`config.mk`:
```
export PLATFORM = sky130hd
export DESIGN_NAME = order_quote_reconciler
export DESIGN_NICKNAME = d
export VERILOG_FILES = /design/src/design/oqr_pkg.sv /design/src/design/order_quote_reconciler.sv /design/src/design/oqr_quote_update.sv
export SDC_FILE = /design/constraint.sdc
export NUM_CORES = 1
export LEC_CHECK = 0
export ABC_AREA = 1
export BUFFER_PORTS_ARGS = -buffer_cell sky130_fd_sc_hd__buf_2
export CORE_MARGIN = 2
export CORE_UTILIZATION = 55
export DETAILED_ROUTE_END_ITERATION = 16
export HOLD_SLACK_MARGIN = 0.12
export PLACE_DENSITY = 0.8
export SLEW_MARGIN = 20
export SYNTH_ARGS = -nofsm -noshare
export SYNTH_HDL_FRONTEND = slang
export SYNTH_SLANG_ARGS = --single-unit
```
`constraint.sdc`:
```
create_clock -name clk_i -period 4.1 [get_ports clk_i]
set_input_delay 0.41 -clock clk_i [delete_from_list [all_inputs] [get_ports clk_i]]
set_output_delay 0.41 -clock clk_i [all_outputs]
set_load 0.03 [all_outputs]
```
`src/design/oqr_pkg.sv`:
```
package oqr_pkg;

  // Default field widths
  localparam int PriceWidthDef = 31;
  localparam int QtyWidthDef   = 16;

  // Configuration port
  localparam int CfgDataWidth = 16;
  localparam int CfgIdxWidth  = 1;

  typedef enum logic [CfgIdxWidth-1:0] {
    REG_LINK_READY = 1'd0,
    REG_ORDER_QTY  = 1'd1
  } cfg_reg_e;

  // Per-side quote phase
  typedef enum logic [1:0] {
    PH_IDLE     = 2'd0,
    PH_WAIT_ACC = 2'd1,
    PH_RESTING  = 2'd2,
    PH_WAIT_CXL = 2'd3
  } phase_e;

  typedef enum logic {
    OP_TARGET = 1'b0,
    OP_RESULT = 1'b1
  } op_e;

  typedef enum logic [1:0] {
    RK_ACCEPTED  = 2'd0,
    RK_CANCELLED = 2'd1,
    RK_REJECTED  = 2'd2,
    RK_FILL      = 2'd3
  } result_kind_e;

endpackage

```
`src/design/order_quote_reconciler.sv`:
```
// Order quote reconciler: keeps one quote per side (bid, ask) in line with the
// strategy's target price and the exchange's replies. Each input word is either
// a target price or an exchange result and sends at most one order word; an
// order quantity of 0 means cancel the resting order. Words are taken one per
// cycle, back to back, while the order stream does not stall; each passes an
// input register and one update stage that reads and writes the per-side
// state registers, and its order word is then held in the output register.
// That output register parts the two sides, and input keeps flowing while a
// result waits as long as that register is freed in the same cycle. The user must
// write configuration through cfg_we_i only while idle; the block does not enforce it.
module order_quote_reconciler import oqr_pkg::*; #(
  parameter int PRICE_WIDTH = PriceWidthDef,
  parameter int QTY_WIDTH   = QtyWidthDef
) (
  input  logic                    clk_i,
  input  logic                    rst_ni,
  // Configuration write port
  input  logic                    cfg_we_i,
  input  logic [CfgIdxWidth-1:0]  cfg_idx_i,
  input  logic [CfgDataWidth-1:0] cfg_data_i,
  // Input stream
  input  logic                    s_axis_tvalid,
  output logic                    s_axis_tready,
  // tdata from bit 0: side, price, fill_qty, zero pad
  input  logic [((1+PRICE_WIDTH+QTY_WIDTH+7)/8)*8-1:0] s_axis_tdata,
  // tuser from bit 0: operation, result_kind
  input  logic [2:0]              s_axis_tuser,
  // Order stream
  output logic                    m_axis_tvalid,
  input  logic                    m_axis_tready,
  // tdata from bit 0: order_side, order_price, order_qty, zero pad
  output logic [((1+PRICE_WIDTH+QTY_WIDTH+7)/8)*8-1:0] m_axis_tdata
);

  localparam int DataWidth = ((1 + PRICE_WIDTH + QTY_WIDTH + 7) / 8) * 8;
  localparam int PadWidth  = DataWidth - 1 - PRICE_WIDTH - QTY_WIDTH;
  localparam int PriceLo   = 1;
  localparam int QtyLo     = 1 + PRICE_WIDTH;

  // Configuration registers
  logic                    link_ready_q;
  logic [CfgDataWidth-1:0] order_qty_q;

  // Input stage
  logic                   in_valid_q;
  op_e                    in_op_q;
  result_kind_e           in_kind_q;
  logic                   in_side_q;
  logic [PRICE_WIDTH-1:0] in_price_q;
  logic [QTY_WIDTH-1:0]   in_fill_q;

  // Per-side state
  phase_e                 phase_q [2];
  logic [PRICE_WIDTH-1:0] live_q  [2];
  logic [QTY_WIDTH-1:0]   rem_q   [2];
  logic [PRICE_WIDTH-1:0] pend_q  [2];

  // Result stage
  logic                   out_valid_q;
  logic                   out_side_q;
  logic [PRICE_WIDTH-1:0] out_price_q;
  logic [QTY_WIDTH-1:0]   out_qty_q;

  // Update results
  phase_e                 phase_d;
  logic [PRICE_WIDTH-1:0] live_d;
  logic [QTY_WIDTH-1:0]   rem_d;
  logic [PRICE_WIDTH-1:0] pend_d;
  logic                   emit;
  logic [PRICE_WIDTH-1:0] ord_price;
  logic [QTY_WIDTH-1:0]   ord_qty;

  logic advance;
  logic in_take;
  logic upd;

  assign advance       = !out_valid_q || m_axis_tready;
  assign s_axis_tready = !in_valid_q || advance;
  assign in_take       = s_axis_tvalid && s_axis_tready;
  assign upd           = in_valid_q && advance;

  // Write configuration registers
  always_ff @(posedge clk_i or negedge rst_ni) begin
    if (!rst_ni) begin
      link_ready_q <= 1'b0;
      order_qty_q  <= CfgDataWidth'(1);
    end else if (cfg_we_i) begin
      case (cfg_reg_e'(cfg_idx_i))
        REG_LINK_READY: link_ready_q <= cfg_data_i[0];
        REG_ORDER_QTY:  order_qty_q  <= cfg_data_i;
        default: begin
        end
      endcase
    end
  end

  // Capture the input word
  always_ff @(posedge clk_i or negedge rst_ni) begin
    if (!rst_ni) begin
      in_valid_q <= 1'b0;
    end else if (in_take) begin
      in_valid_q <= 1'b1;
    end else if (advance) begin
      in_valid_q <= 1'b0;
    end
  end

  always_ff @(posedge clk_i) begin
    if (in_take) begin
      in_op_q    <= op_e'(s_axis_tuser[0]);
      in_kind_q  <= result_kind_e'(s_axis_tuser[2:1]);
      in_side_q  <= s_axis_tdata[0];
      in_price_q <= s_axis_tdata[PriceLo +: PRICE_WIDTH];
      in_fill_q  <= s_axis_tdata[QtyLo +: QTY_WIDTH];
    end
  end

  oqr_quote_update #(
    .PRICE_WIDTH(PRICE_WIDTH),
    .QTY_WIDTH  (QTY_WIDTH)
  ) u_update (
    .op_i           (in_op_q),
    .kind_i         (in_kind_q),
    .price_i        (in_price_q),
    .fill_qty_i     (in_fill_q),
    .link_ready_i   (link_ready_q),
    .order_qty_cfg_i(order_qty_q),
    .phase_i        (phase_q[in_side_q]),
    .live_i         (live_q[in_side_q]),
    .rem_i          (rem_q[in_side_q]),
    .pend_i         (pend_q[in_side_q]),
    .phase_o        (phase_d),
    .live_o         (live_d),
    .rem_o          (rem_d),
    .pend_o         (pend_d),
    .emit_o         (emit),
    .ord_price_o    (ord_price),
    .ord_qty_o      (ord_qty)
  );

  // Write back the selected side
  always_ff @(posedge clk_i or negedge rst_ni) begin
    if (!rst_ni) begin
      for (int i = 0; i < 2; i++) begin
        phase_q[i] <= PH_IDLE;
        live_q[i]  <= '0;
        rem_q[i]   <= '0;
        pend_q[i]  <= '0;
      end
    end else if (upd) begin
      phase_q[in_side_q] <= phase_d;
      live_q[in_side_q]  <= live_d;
      rem_q[in_side_q]   <= rem_d;
      pend_q[in_side_q]  <= pend_d;
    end
  end

  // Hold the order word until taken
  always_ff @(posedge clk_i or negedge rst_ni) begin
    if (!rst_ni) begin
      out_valid_q <= 1'b0;
    end else if (advance) begin
      out_valid_q <= in_valid_q && emit;
    end
  end

  always_ff @(posedge clk_i) begin
    if (upd && emit) begin
      out_side_q  <= in_side_q;
      out_price_q <= ord_price;
      out_qty_q   <= ord_qty;
    end
  end

  assign m_axis_tvalid = out_valid_q;
  generate
    if (PadWidth > 0) begin : g_pad
      assign m_axis_tdata = {{PadWidth{1'b0}}, out_qty_q, out_price_q, out_side_q};
    end else begin : g_nopad
      assign m_axis_tdata = {out_qty_q, out_price_q, out_side_q};
    end
  endgenerate

  // A side waiting for acceptance always has quantity left
  a_wait_acc_rem: assert property (@(posedge clk_i) disable iff (!rst_ni)
    (phase_q[0] == PH_WAIT_ACC) |-> (rem_q[0] != '0))
    else $error("bid side waits for acceptance with no quantity");

  a_wait_acc_rem_ask: assert property (@(posedge clk_i) disable iff (!rst_ni)
    (phase_q[1] == PH_WAIT_ACC) |-> (rem_q[1] != '0))
    else $error("ask side waits for acceptance with no quantity");

  // A new order leaves its side waiting for acceptance
  a_new_order_phase: assert property (@(posedge clk_i) disable iff (!rst_ni)
    (upd && emit && (ord_qty != '0)) |=> (phase_q[out_side_q] == PH_WAIT_ACC))
    else $error("new order sent without entering wait for acceptance");

  // A cancel leaves its side waiting for the cancel reply
  a_cancel_phase: assert property (@(posedge clk_i) disable iff (!rst_ni)
    (upd && emit && (ord_qty == '0)) |=> (phase_q[out_side_q] == PH_WAIT_CXL))
    else $error("cancel sent without entering wait for cancel");

  // A stalled input word holds in the input register
  a_in_hold: assert property (@(posedge clk_i) disable iff (!rst_ni)
    (in_valid_q && !advance) |=> (in_valid_q && $stable(in_price_q) && $stable(in_side_q)))
    else $error("input register changed while stalled");

endmodule

```
`src/design/oqr_quote_update.sv`:
```
// Next state of one side and the order it sends, for one word.
module oqr_quote_update import oqr_pkg::*; #(
  parameter int PRICE_WIDTH = PriceWidthDef,
  parameter int QTY_WIDTH   = QtyWidthDef
) (
  input  op_e                    op_i,
  input  result_kind_e           kind_i,
  input  logic [PRICE_WIDTH-1:0] price_i,
  input  logic [QTY_WIDTH-1:0]   fill_qty_i,
  input  logic                   link_ready_i,
  input  logic [CfgDataWidth-1:0] order_qty_cfg_i,
  input  phase_e                 phase_i,
  input  logic [PRICE_WIDTH-1:0] live_i,
  input  logic [QTY_WIDTH-1:0]   rem_i,
  input  logic [PRICE_WIDTH-1:0] pend_i,
  output phase_e                 phase_o,
  output logic [PRICE_WIDTH-1:0] live_o,
  output logic [QTY_WIDTH-1:0]   rem_o,
  output logic [PRICE_WIDTH-1:0] pend_o,
  output logic                   emit_o,
  output logic [PRICE_WIDTH-1:0] ord_price_o,
  output logic [QTY_WIDTH-1:0]   ord_qty_o
);

  logic [QTY_WIDTH-1:0]   qty_cfg;
  logic [QTY_WIDTH-1:0]   qty_eff;
  logic [QTY_WIDTH-1:0]   rem_fill;
  phase_e                 rec_phase;
  logic [PRICE_WIDTH-1:0] rec_target;
  logic                   do_rec;

  // Zero quantity register counts as one so an order never reads as a cancel
  assign qty_cfg = QTY_WIDTH'(order_qty_cfg_i);
  assign qty_eff = (qty_cfg == '0) ? QTY_WIDTH'(1) : qty_cfg;

  // Saturating fill decrement
  assign rem_fill = (fill_qty_i >= rem_i) ? '0 : (rem_i - fill_qty_i);

  always_comb begin
    phase_o     = phase_i;
    live_o      = live_i;
    rem_o       = rem_i;
    pend_o      = pend_i;
    emit_o      = 1'b0;
    ord_price_o = '0;
    ord_qty_o   = '0;
    rec_phase   = phase_i;
    rec_target  = price_i;
    do_rec      = 1'b0;

    // Apply target or result; accepted and cancelled re-quote the pending target
    if (op_i == OP_TARGET) begin
      do_rec = 1'b1;
    end else begin
      case (kind_i)
        RK_ACCEPTED: begin
          phase_o    = PH_RESTING;
          pend_o     = '0;
          rec_phase  = PH_RESTING;
          rec_target = pend_i;
          do_rec     = 1'b1;
        end
        RK_CANCELLED: begin
          phase_o    = PH_IDLE;
          pend_o     = '0;
          rec_phase  = PH_IDLE;
          rec_target = pend_i;
          do_rec     = 1'b1;
        end
        RK_FILL: begin
          if (price_i == live_i) begin
            rem_o = rem_fill;
            if (rem_fill == '0) begin
              phase_o = PH_IDLE;
            end
          end
        end
        default: begin
        end
      endcase
    end

    // Reconcile the quote with the target
    if (do_rec && link_ready_i && (rec_target != '0)) begin
      case (rec_phase)
        PH_IDLE: begin
          phase_o     = PH_WAIT_ACC;
          live_o      = rec_target;
          rem_o       = qty_eff;
          pend_o      = '0;
          emit_o      = 1'b1;
          ord_price_o = rec_target;
          ord_qty_o   = qty_eff;
        end
        PH_RESTING: begin
          if (live_i != rec_target) begin
            phase_o     = PH_WAIT_CXL;
            pend_o      = rec_target;
            emit_o      = 1'b1;
            ord_price_o = live_i;
            ord_qty_o   = '0;
          end
        end
        default: begin
          pend_o = rec_target;
        end
      endcase
    end
  end

endmodule

```
==> reports/metrics.yaml, run 1 <==
status: "finished clean"
fin_crit_ns: 3.645
critPathTopFamily: "buffers and inverters"
yosys-top-cells-area: "dfrtp_1 (28%), nand2_1 (23%), edfxtp_1 (19%), inv_1 (5.2%), nand3_1 (5.0%)"
p_per_area_mw_per_mm2: 641.2
dieArea_mm2: 0.03049
yosysUniqueCellTypes: 43
grt_pass1_vias: 14857
io_pins: 123
portBuffers: 122
worst_path_most_repeated_cell: "nand2_1"
place_congestion: 0.9171
vdd_ir_drop_max_mv: 0.4426
combPwrFrac: 0.380
drc: 0
syn_inst: 2209
worst_pin_slew_ns: 0.9327
yosysWarnings: 0
grt_util_all_layers: 0.3208
antenna_found_initial: 1
setup_ws_ns: 0.4546
seq_area_frac_synth: 0.4655
swShare: 0.3967
clkSlewWorstSetupHoldPaths_ns: 0.06
cp.required_ns: 4.56
syn_nets: 2301
dp_slack_ns: 0.5022
fin_util: 0.6572
setup_viol: 0
start_util: 0.5578
die_y_um: 174.6
totalWireLength_mm: 48.90
syn_area_mm2: 0.01601
synth_top_area_frac: 0.2782
clk_latency_ns: 0.57
critPathMaxFanout: 52
vias: 15527
rsz0062_at_grt: "no"
drive_gt1_frac: 0.1205
area.sequential_mm2: 0.007453
fp.dieW_um: 174.6
drv_slew: 0
arrival_ns: 4.10
p_total_uw: 12090
synth_seq_cells: 278
coreArea_mm2: 0.02870
cts_made_buffers: 31
synth_top_area_cell: "dfrtp_1"
final_nets: 2465
syn_to_final_growth_pct: 17.82
p_int_uw: 7296
cts.sinks: 278
grt_first_pass_wirelength_mm: 77.74
grt_max_degree: 107
hold_ws_ns: 0.1501
finalCritPeriodShare: 0.8891
multi_input_area_mm2: 0.007158
dp_hpwl_mm: 32.03
max_clock_freq_mhz: 274.3
via_per_inst: 5.579
seq_power_share: 0.350
hold_violations: 0
cp_cell_sequence: "buf_12 -> buf_4 -> nand2_1 -> nand2_1 -> nand2_1 -> o21ai_0 -> inv_1 -> nand2_1 -> nand2_1 -> nand2_1 -> nor2_1 -> nand2_1 -> nor2_1 -> buf_4 -> nand3_1 -> nand2_2 -> inv_2 -> nand2_1 -> nand3_1 -> nand2_1"
tritoncts: "yes"
worst-setup-path-type: "reg -> reg"
cts-root-buf: "clkbuf_16"
n_fill_cell: 2403
worst-path-buf-inv: 5
drv_cap: 0
row_count: 62
p_leak_uw: 0.009721
clock-skew-final_ns: 0.01169
tns_ns: 0
end_kind: "register"
first_pass_iters: 6
cts_buffer_depth: 3
p_switching_uw: 4798
crit_slowest_cell: "inv_2"
gr-total-overflow: 0
cpPeakStageDelay_ns: 0.49
avgSynthCellArea_um2: 7.248
pwr-share-clk: 0.270
drtAntennaViolNets: 0
drt-initial-drc-count: 1857
worstSetupStartpointType: "register"
max_slew_margin: 0.3782
h-tree-depth: 1
hold_path.class: "in -> reg"
routedWlPerCell_um: 17.57
-- area by class of cell --
class	count	area share
multi-input cells	1601	0.3795
well taps	384	0.02547
diodes	1	0.0001327
repair buffers	230	0.08941
inverters	231	0.04597
clock buffers	39	0.04597
flip-flops and latches	278	0.3951
clock inverters	19	0.01844
-- per-layer routing --
layer | vias up | GRT usage | share of wire | wire [µm]
met2 | 864 | 0.5116 | 0.45 | 22130
met1 | 7184 | 0.4356 | 0.40 | 19650
met3 | 153 | 0.06070 | 0.10 | 5089
met5 | - | 0 | 0 | 0
met4 | 0 | 0.1278 | 0.041 | 2026
li1 | 7326 | - | - | -
-- power groups by stage --
stage / Sequential [µW] / Clock (µW) / Combinational [µW]
4_1_cts: 4210 / 3270 / 4500
6_report: 4230 / 3270 / 4600
3_5_place_dp: 4240 / 0 / 4390
2_1_floorplan: 4260 / 0 / 3110
3_3_place_gp: 4220 / 0 / 4300
5_1_grt: 4320 / 3400 / 5130
-- worst min-delay path: cells and delay by family --
family	cells	cell delay, ns
simple gates	1	0.07
buf+inv	2	0.11
compound gates	1	0.08
-- state kept, by name (all words and copies together), names as in the netlist --
name / count
order_qty_q: 16
pend_q: 62
out_price_q: 31
in_price_q: 31
in_op_q: 1
in_side_q: 1
rem_q: 32
in_kind_q: 2
in_valid_q: 1
out_qty_q: 16
in_fill_q: 16
link_ready_q: 1
m_axis_tvalid: 1
out_side_q: 1
live_q: 62
phase_q: 4
-- cells in the final DEF (no fill, tap or decap), types with 5 or more instances in the layout --
master	count
nand2_1	992
inv_1	220
dfrtp_1	178
nand3_1	161
o21ai_0	142
buf_2	121
nor2_1	100
edfxtp_1	99
dlygate4sd3_1	71
o21ai_1	32
clkbuf_16	32
a21oi_1	30
buf_4	30
o21ai_2	22
ha_1	18
o22ai_1	13
or2_2	12
nand4_1	12
nand2_2	12
mux2_2	12
bufinv_16	9
inv_2	8
o211ai_1	7
buf_12	6
xor2_1	5
clkbuf_8	5
-- what timing repair did --
action                                  CTS  global route
setup buffers                             0             0
endpoints found under the setup margin    0             1
resized for setup                         0             1
endpoints found under the hold margin   174             0
hold buffers                             71             0
-- path summary, 6_finish.rpt --
check,startpoint,end,slack [ns],cells past startpoint
setup / recovery,in_side_q,pend_q[35],0.45,20
hold / removal,m_axis_tready,m_axis_tvalid,0.15,4
setup reg to reg,in_side_q,pend_q[35],0.45,20
hold reg to reg,rem_q[22],rem_q[22],0.48,2
max in group asynchronous,rst_ni,live_q[8],2.63,3
min in group asynchronous,rst_ni,live_q[48],0.51,2
-- per-stage QoR --
stage | std cells | cell area, µm²
finish | 2783 | 18860
detailed placement | 2653 | 16930
global route | 2782 | 18860
global placement | 2653 | 16930
CTS | 2782 | 18850
floorplan | 2209 | 16010
-- Yosys cell counts (all sizes together) --
cell type / instances
o21a: 1
dfrtp: 178
o211ai: 7
edfxtp: 99
o22ai: 13
xor2: 5
ha: 18
a31oi: 1
o21ai: 196
nand3: 162
a21o: 1
nor2: 106
a21oi: 30
clkbuf: 41
buf: 58
clkinv: 3
xnor2: 4
or2: 12
nand3b: 3
nand2: 1005
and2: 3
fa: 1
nand4: 12
mux2: 12
a21boi: 1
nor4: 4
a41oi: 1
o31ai: 1
nor3: 2
inv: 228
dfstp: 1
-- cells by family after synthesis --
family          share of synthesized area
compound gates                    0.08698
xor+xnor                         0.004923
fa+ha+maj                         0.01532
buf+inv                           0.08893
flops                              0.4655
mux                              0.008440
simple gates                       0.3299
Power figures use the tool's default switching activity.
==> run 2: changes to the inputs <==
--- a/config.mk
+++ b/config.mk
@@ -8,11 +8,13 @@
 export ABC_AREA = 1
 export BUFFER_PORTS_ARGS = -buffer_cell sky130_fd_sc_hd__buf_2
 export CORE_MARGIN = 2
-export CORE_UTILIZATION = 55
+export CORE_UTILIZATION = 56
 export DETAILED_ROUTE_END_ITERATION = 16
+export GPL_TIMING_DRIVEN = 0
 export HOLD_SLACK_MARGIN = 0.12
-export PLACE_DENSITY = 0.8
+export PLACE_DENSITY = 0.81
 export SLEW_MARGIN = 20
 export SYNTH_ARGS = -nofsm -noshare
 export SYNTH_HDL_FRONTEND = slang
+export SYNTH_HIERARCHICAL = 1
 export SYNTH_SLANG_ARGS = --single-unit
==> run 2 against run 1 <==
Compared with the run above:
- worst setup slack worse by 0.25 ns
- largest cell class is now multi-input combinational cells
- global-route usage up 9.1 points
- first-iteration DRC count up 37%
- critical endpoint is now phase_q[0]
- synthesized cell count up 11%
- register-to-register slack worse by 0.25 ns
- critical path type unchanged
- combinational power up 1%
- fmax down 6.4%
- critical path depth up 6
- power down 6.1%
- clock skew up 0.0056 ns
- core utilization up 1.0 points
==> reports/metrics.yaml, run 2 <==
status: "finished clean"
via_per_inst: 5.873
setup_viol: 0
top_regs: "live_q (62), pend_q (62), rem_q (32)"
die_y_um: 177.8
crit_start: "in_side_q"
vdd_ir_drop_max_mv: 0.5157
row_count: 63
rrSetupSlack_ns: 0.20
place_congestion: 1.013
hold_path.class: "in -> reg"
drc: 0
dp_hpwl_mm: 46.52
drv_cap: 0
vias: 18152
worstSetupStartpointType: "register"
worst-setup-path-type: "reg -> reg"
fin_cells: 3091
rr_worst_depth: 26
clk_latency_ns: 0.58
totalWireLength_mm: 64.53
final_area_mm2: 0.01983
clock-skew-final_ns: 0.01725
syn_inst: 2451
syn_nets: 2541
routedWlPerCell_um: 20.88
end_kind: "register"
finalCritPeriodShare: 0.9500
cts-root-buf: "clkbuf_16"
layout_commonest_cell: "nand2_1"
cts_made_buffers: 29
synth_top_area_cell: "nand2_1"
yosys-top-cells-area: "nand2_1 (27%), dfrtp_1 (26%), edfxtp_1 (18%), nand4_1 (6.5%), inv_1 (4.2%)"
clkSlewWorstSetupHoldPaths_ns: 0.06
grt_first_pass_wirelength_mm: 98.22
synth_top_area_frac: 0.2749
synth.most_common_cell: "nand2_1"
max_slew_margin: 0.4469
dp.cells: 2965
yosysUniqueCellTypes: 37
synth_edf_count: 99
worst_pin_slew_ns: 0.8296
tritoncts: "yes"
final_nets: 2766
ys_async_sr_fraction: 0.6439
h-tree-depth: 1
drive_gt1_frac: 0.1074
synthFlopType: "dfrtp_1"
portBuffers: 120
dieArea_mm2: 0.03160
drtAntennaViolNets: 0
place_area_mm2: 0.01812
critPathMaxFanout: 10
cts_buffer_depth: 3
syn_area_mm2: 0.01691
avgSynthCellArea_um2: 6.898
arrival_ns: 4.39
antenna_found_initial: 2
rsz0062_at_grt: "no"
cp.required_ns: 4.60
p_per_area_mw_per_mm2: 572.7
r2r_start: "in_side_q"
coreArea_mm2: 0.02972
fp.dieW_um: 177.8
r2r_end: "phase_q[0]"
drv_slew: 0
layout_common_cells: "nand2_1 (1,237), inv_1 (186), buf_2 (179), dfrtp_1 (178), nand4_1 (176)"
start_util: 0.5689
drt-initial-drc-count: 2542
p_total_uw: 11360
critPathCapture: "phase_q[0]"
hold_violations: 0
p_leak_uw: 0.01050
synth_seq_cells: 278
yosysWarnings: 6
ys_top_cells_by_count: "nand2_1 (1,238), inv_1 (187), dfrtp_1 (178), nand4_1 (176), nor2_1 (150)"
first_pass_iters: 6
grt_util_all_layers: 0.4119
seq_area_frac_synth: 0.4409
io_pins: 123
fin_crit_ns: 3.895
max_clock_freq_mhz: 256.7
cts.sinks: 278
syn_to_final_growth_pct: 17.31
grt_max_degree: 85
grt_pass1_vias: 17392
gr-total-overflow: 0
## run 2: cell types whose count changed after synthesis, moves of 21 or more
cell,previous run,this run
buf_2,22,63
o21ai_2,22,1
nand4_1,12,176
o21ai_0,142,20
nor2_1,103,150
o22ai_1,13,39
o21ai_1,32,6
nand2_1,993,1238
inv_1,221,187
a21oi_1,30,51
nand3_1,161,109
## run 2: through the flow
stage	hold WS (ns)	TNS (ns)	util	setup WS [ns]
floorplan	0.1144	0	-	0.6106
global placement	0.4368	-103.98	0.6056	-1.236
detailed placement	0.2580	-0.07144	0.6099	-0.04437
CTS	0.1222	0	0.6666	0.02994
global route	0.1607	0	0.6672	0.007122
finish	0.1539	0	0.6674	0.2050
## run 2: worst min-delay path by stage
stage	from	endpoint	slack, ns	cells past startpoint
after CTS	cfg_we_i	order_qty_q[1]	0.12	3
after detailed placement	rst_ni	live_q[20]	0.26	1
after global placement	in_side_q	out_side_q	0.44	0
after global routing	cfg_we_i	order_qty_q[1]	0.16	3
after floorplan	rst_ni	in_valid_q	0.11	0
final	cfg_we_i	order_qty_q[1]	0.15	3
## run 2: cell families (layout without fill, tap and decap cells)
| kind of cell | count (synthesis) | count (layout) | synth area share |
|---|---|---|---|
| AND/OR/NAND/NOR | 1696 | 1696 | 0.4145 |
| buffers and inverters | 334 | 582 | 0.08940 |
| flip-flops | 278 | 278 | 0.4409 |
| AO/OA/AOI/OAI | 122 | 122 | 0.04011 |
| adder cells (fa/ha/maj) | 17 | 17 | 0.01303 |
| XOR/XNOR | 4 | 4 | 0.002073 |
| other | 0 | 2 | 0 |
## run 2: timing repair
| action | in CTS | in global routing |
|---|---|---|
| setup endpoints to repair | 2 | 24 |
| hold buffers | 71 | 0 |
| buffers inserted | 0 | 0 |
| resized for setup | 2 | 12 |
| endpoints found under the hold margin | 172 | 0 |
| gates cloned | 0 | 0 |
## run 2: power breakdown
| part | total [µW] | internal [µW] | leakage [µW] | switching [µW] |
|---|---|---|---|---|
| sequential | 3980 | 3580 | 0.00333 | 403 |
| combinational | 4660 | 1410 | 0.00669 | 3250 |
| clock | 2720 | 1540 | 0.000478 | 1180 |
## run 2: metal layers
layer / global-route usage / part of all wire / wire length [µm] / up-vias
li1: - / - / - / 8318
met1: 0.5526 / 0.39 / 25390 / 8457
met2: 0.6542 / 0.45 / 29160 / 1175
met3: 0.07969 / 0.11 / 7110 / 200
met4: 0.1721 / 0.044 / 2864 / 2
met5: 0 / 0.00017 / 11 / -
## run 2: worst max-delay path: stages, from the launching register on
cell and delay, ns:
edfxtp_1 0.38, buf_6 0.22, buf_6 0.19, buf_4 0.22, nand2_1 0.07, nand2_1 0.07
inv_1 0.06, ha_1 0.21, fa_1 0.36, inv_1 0.14, nand2_1 0.08, nand2_1 0.10
nand3_1 0.10, nand2_1 0.10, nand2_1 0.07, nand2_1 0.16, nand2_1 0.13, buf_2 0.22
nor2_2 0.17, nor2_1 0.06, nand2_1 0.05, nor2_1 0.05, nand2_1 0.12, nand2_1 0.10
nand2_2 0.16, nand4_1 0.12, nand2_1 0.09
## run 2: area by class of cell
| type | instances | area, µm² |
|---|---|---|
| Clock inverter | 19 | 200.2 |
| Timing Repair Buffer | 195 | 1431 |
| Sequential cell | 278 | 7453 |
| Inverter | 194 | 738.2 |
| Antenna cell | 2 | 5.005 |
| Multi-Input combinational cell | 1839 | 7956 |
| Buffer | 139 | 792.0 |
| Clock buffer | 35 | 768.2 |
| Fill cell | 2542 | 9884 |
| Tap cell | 390 | 488.0 |
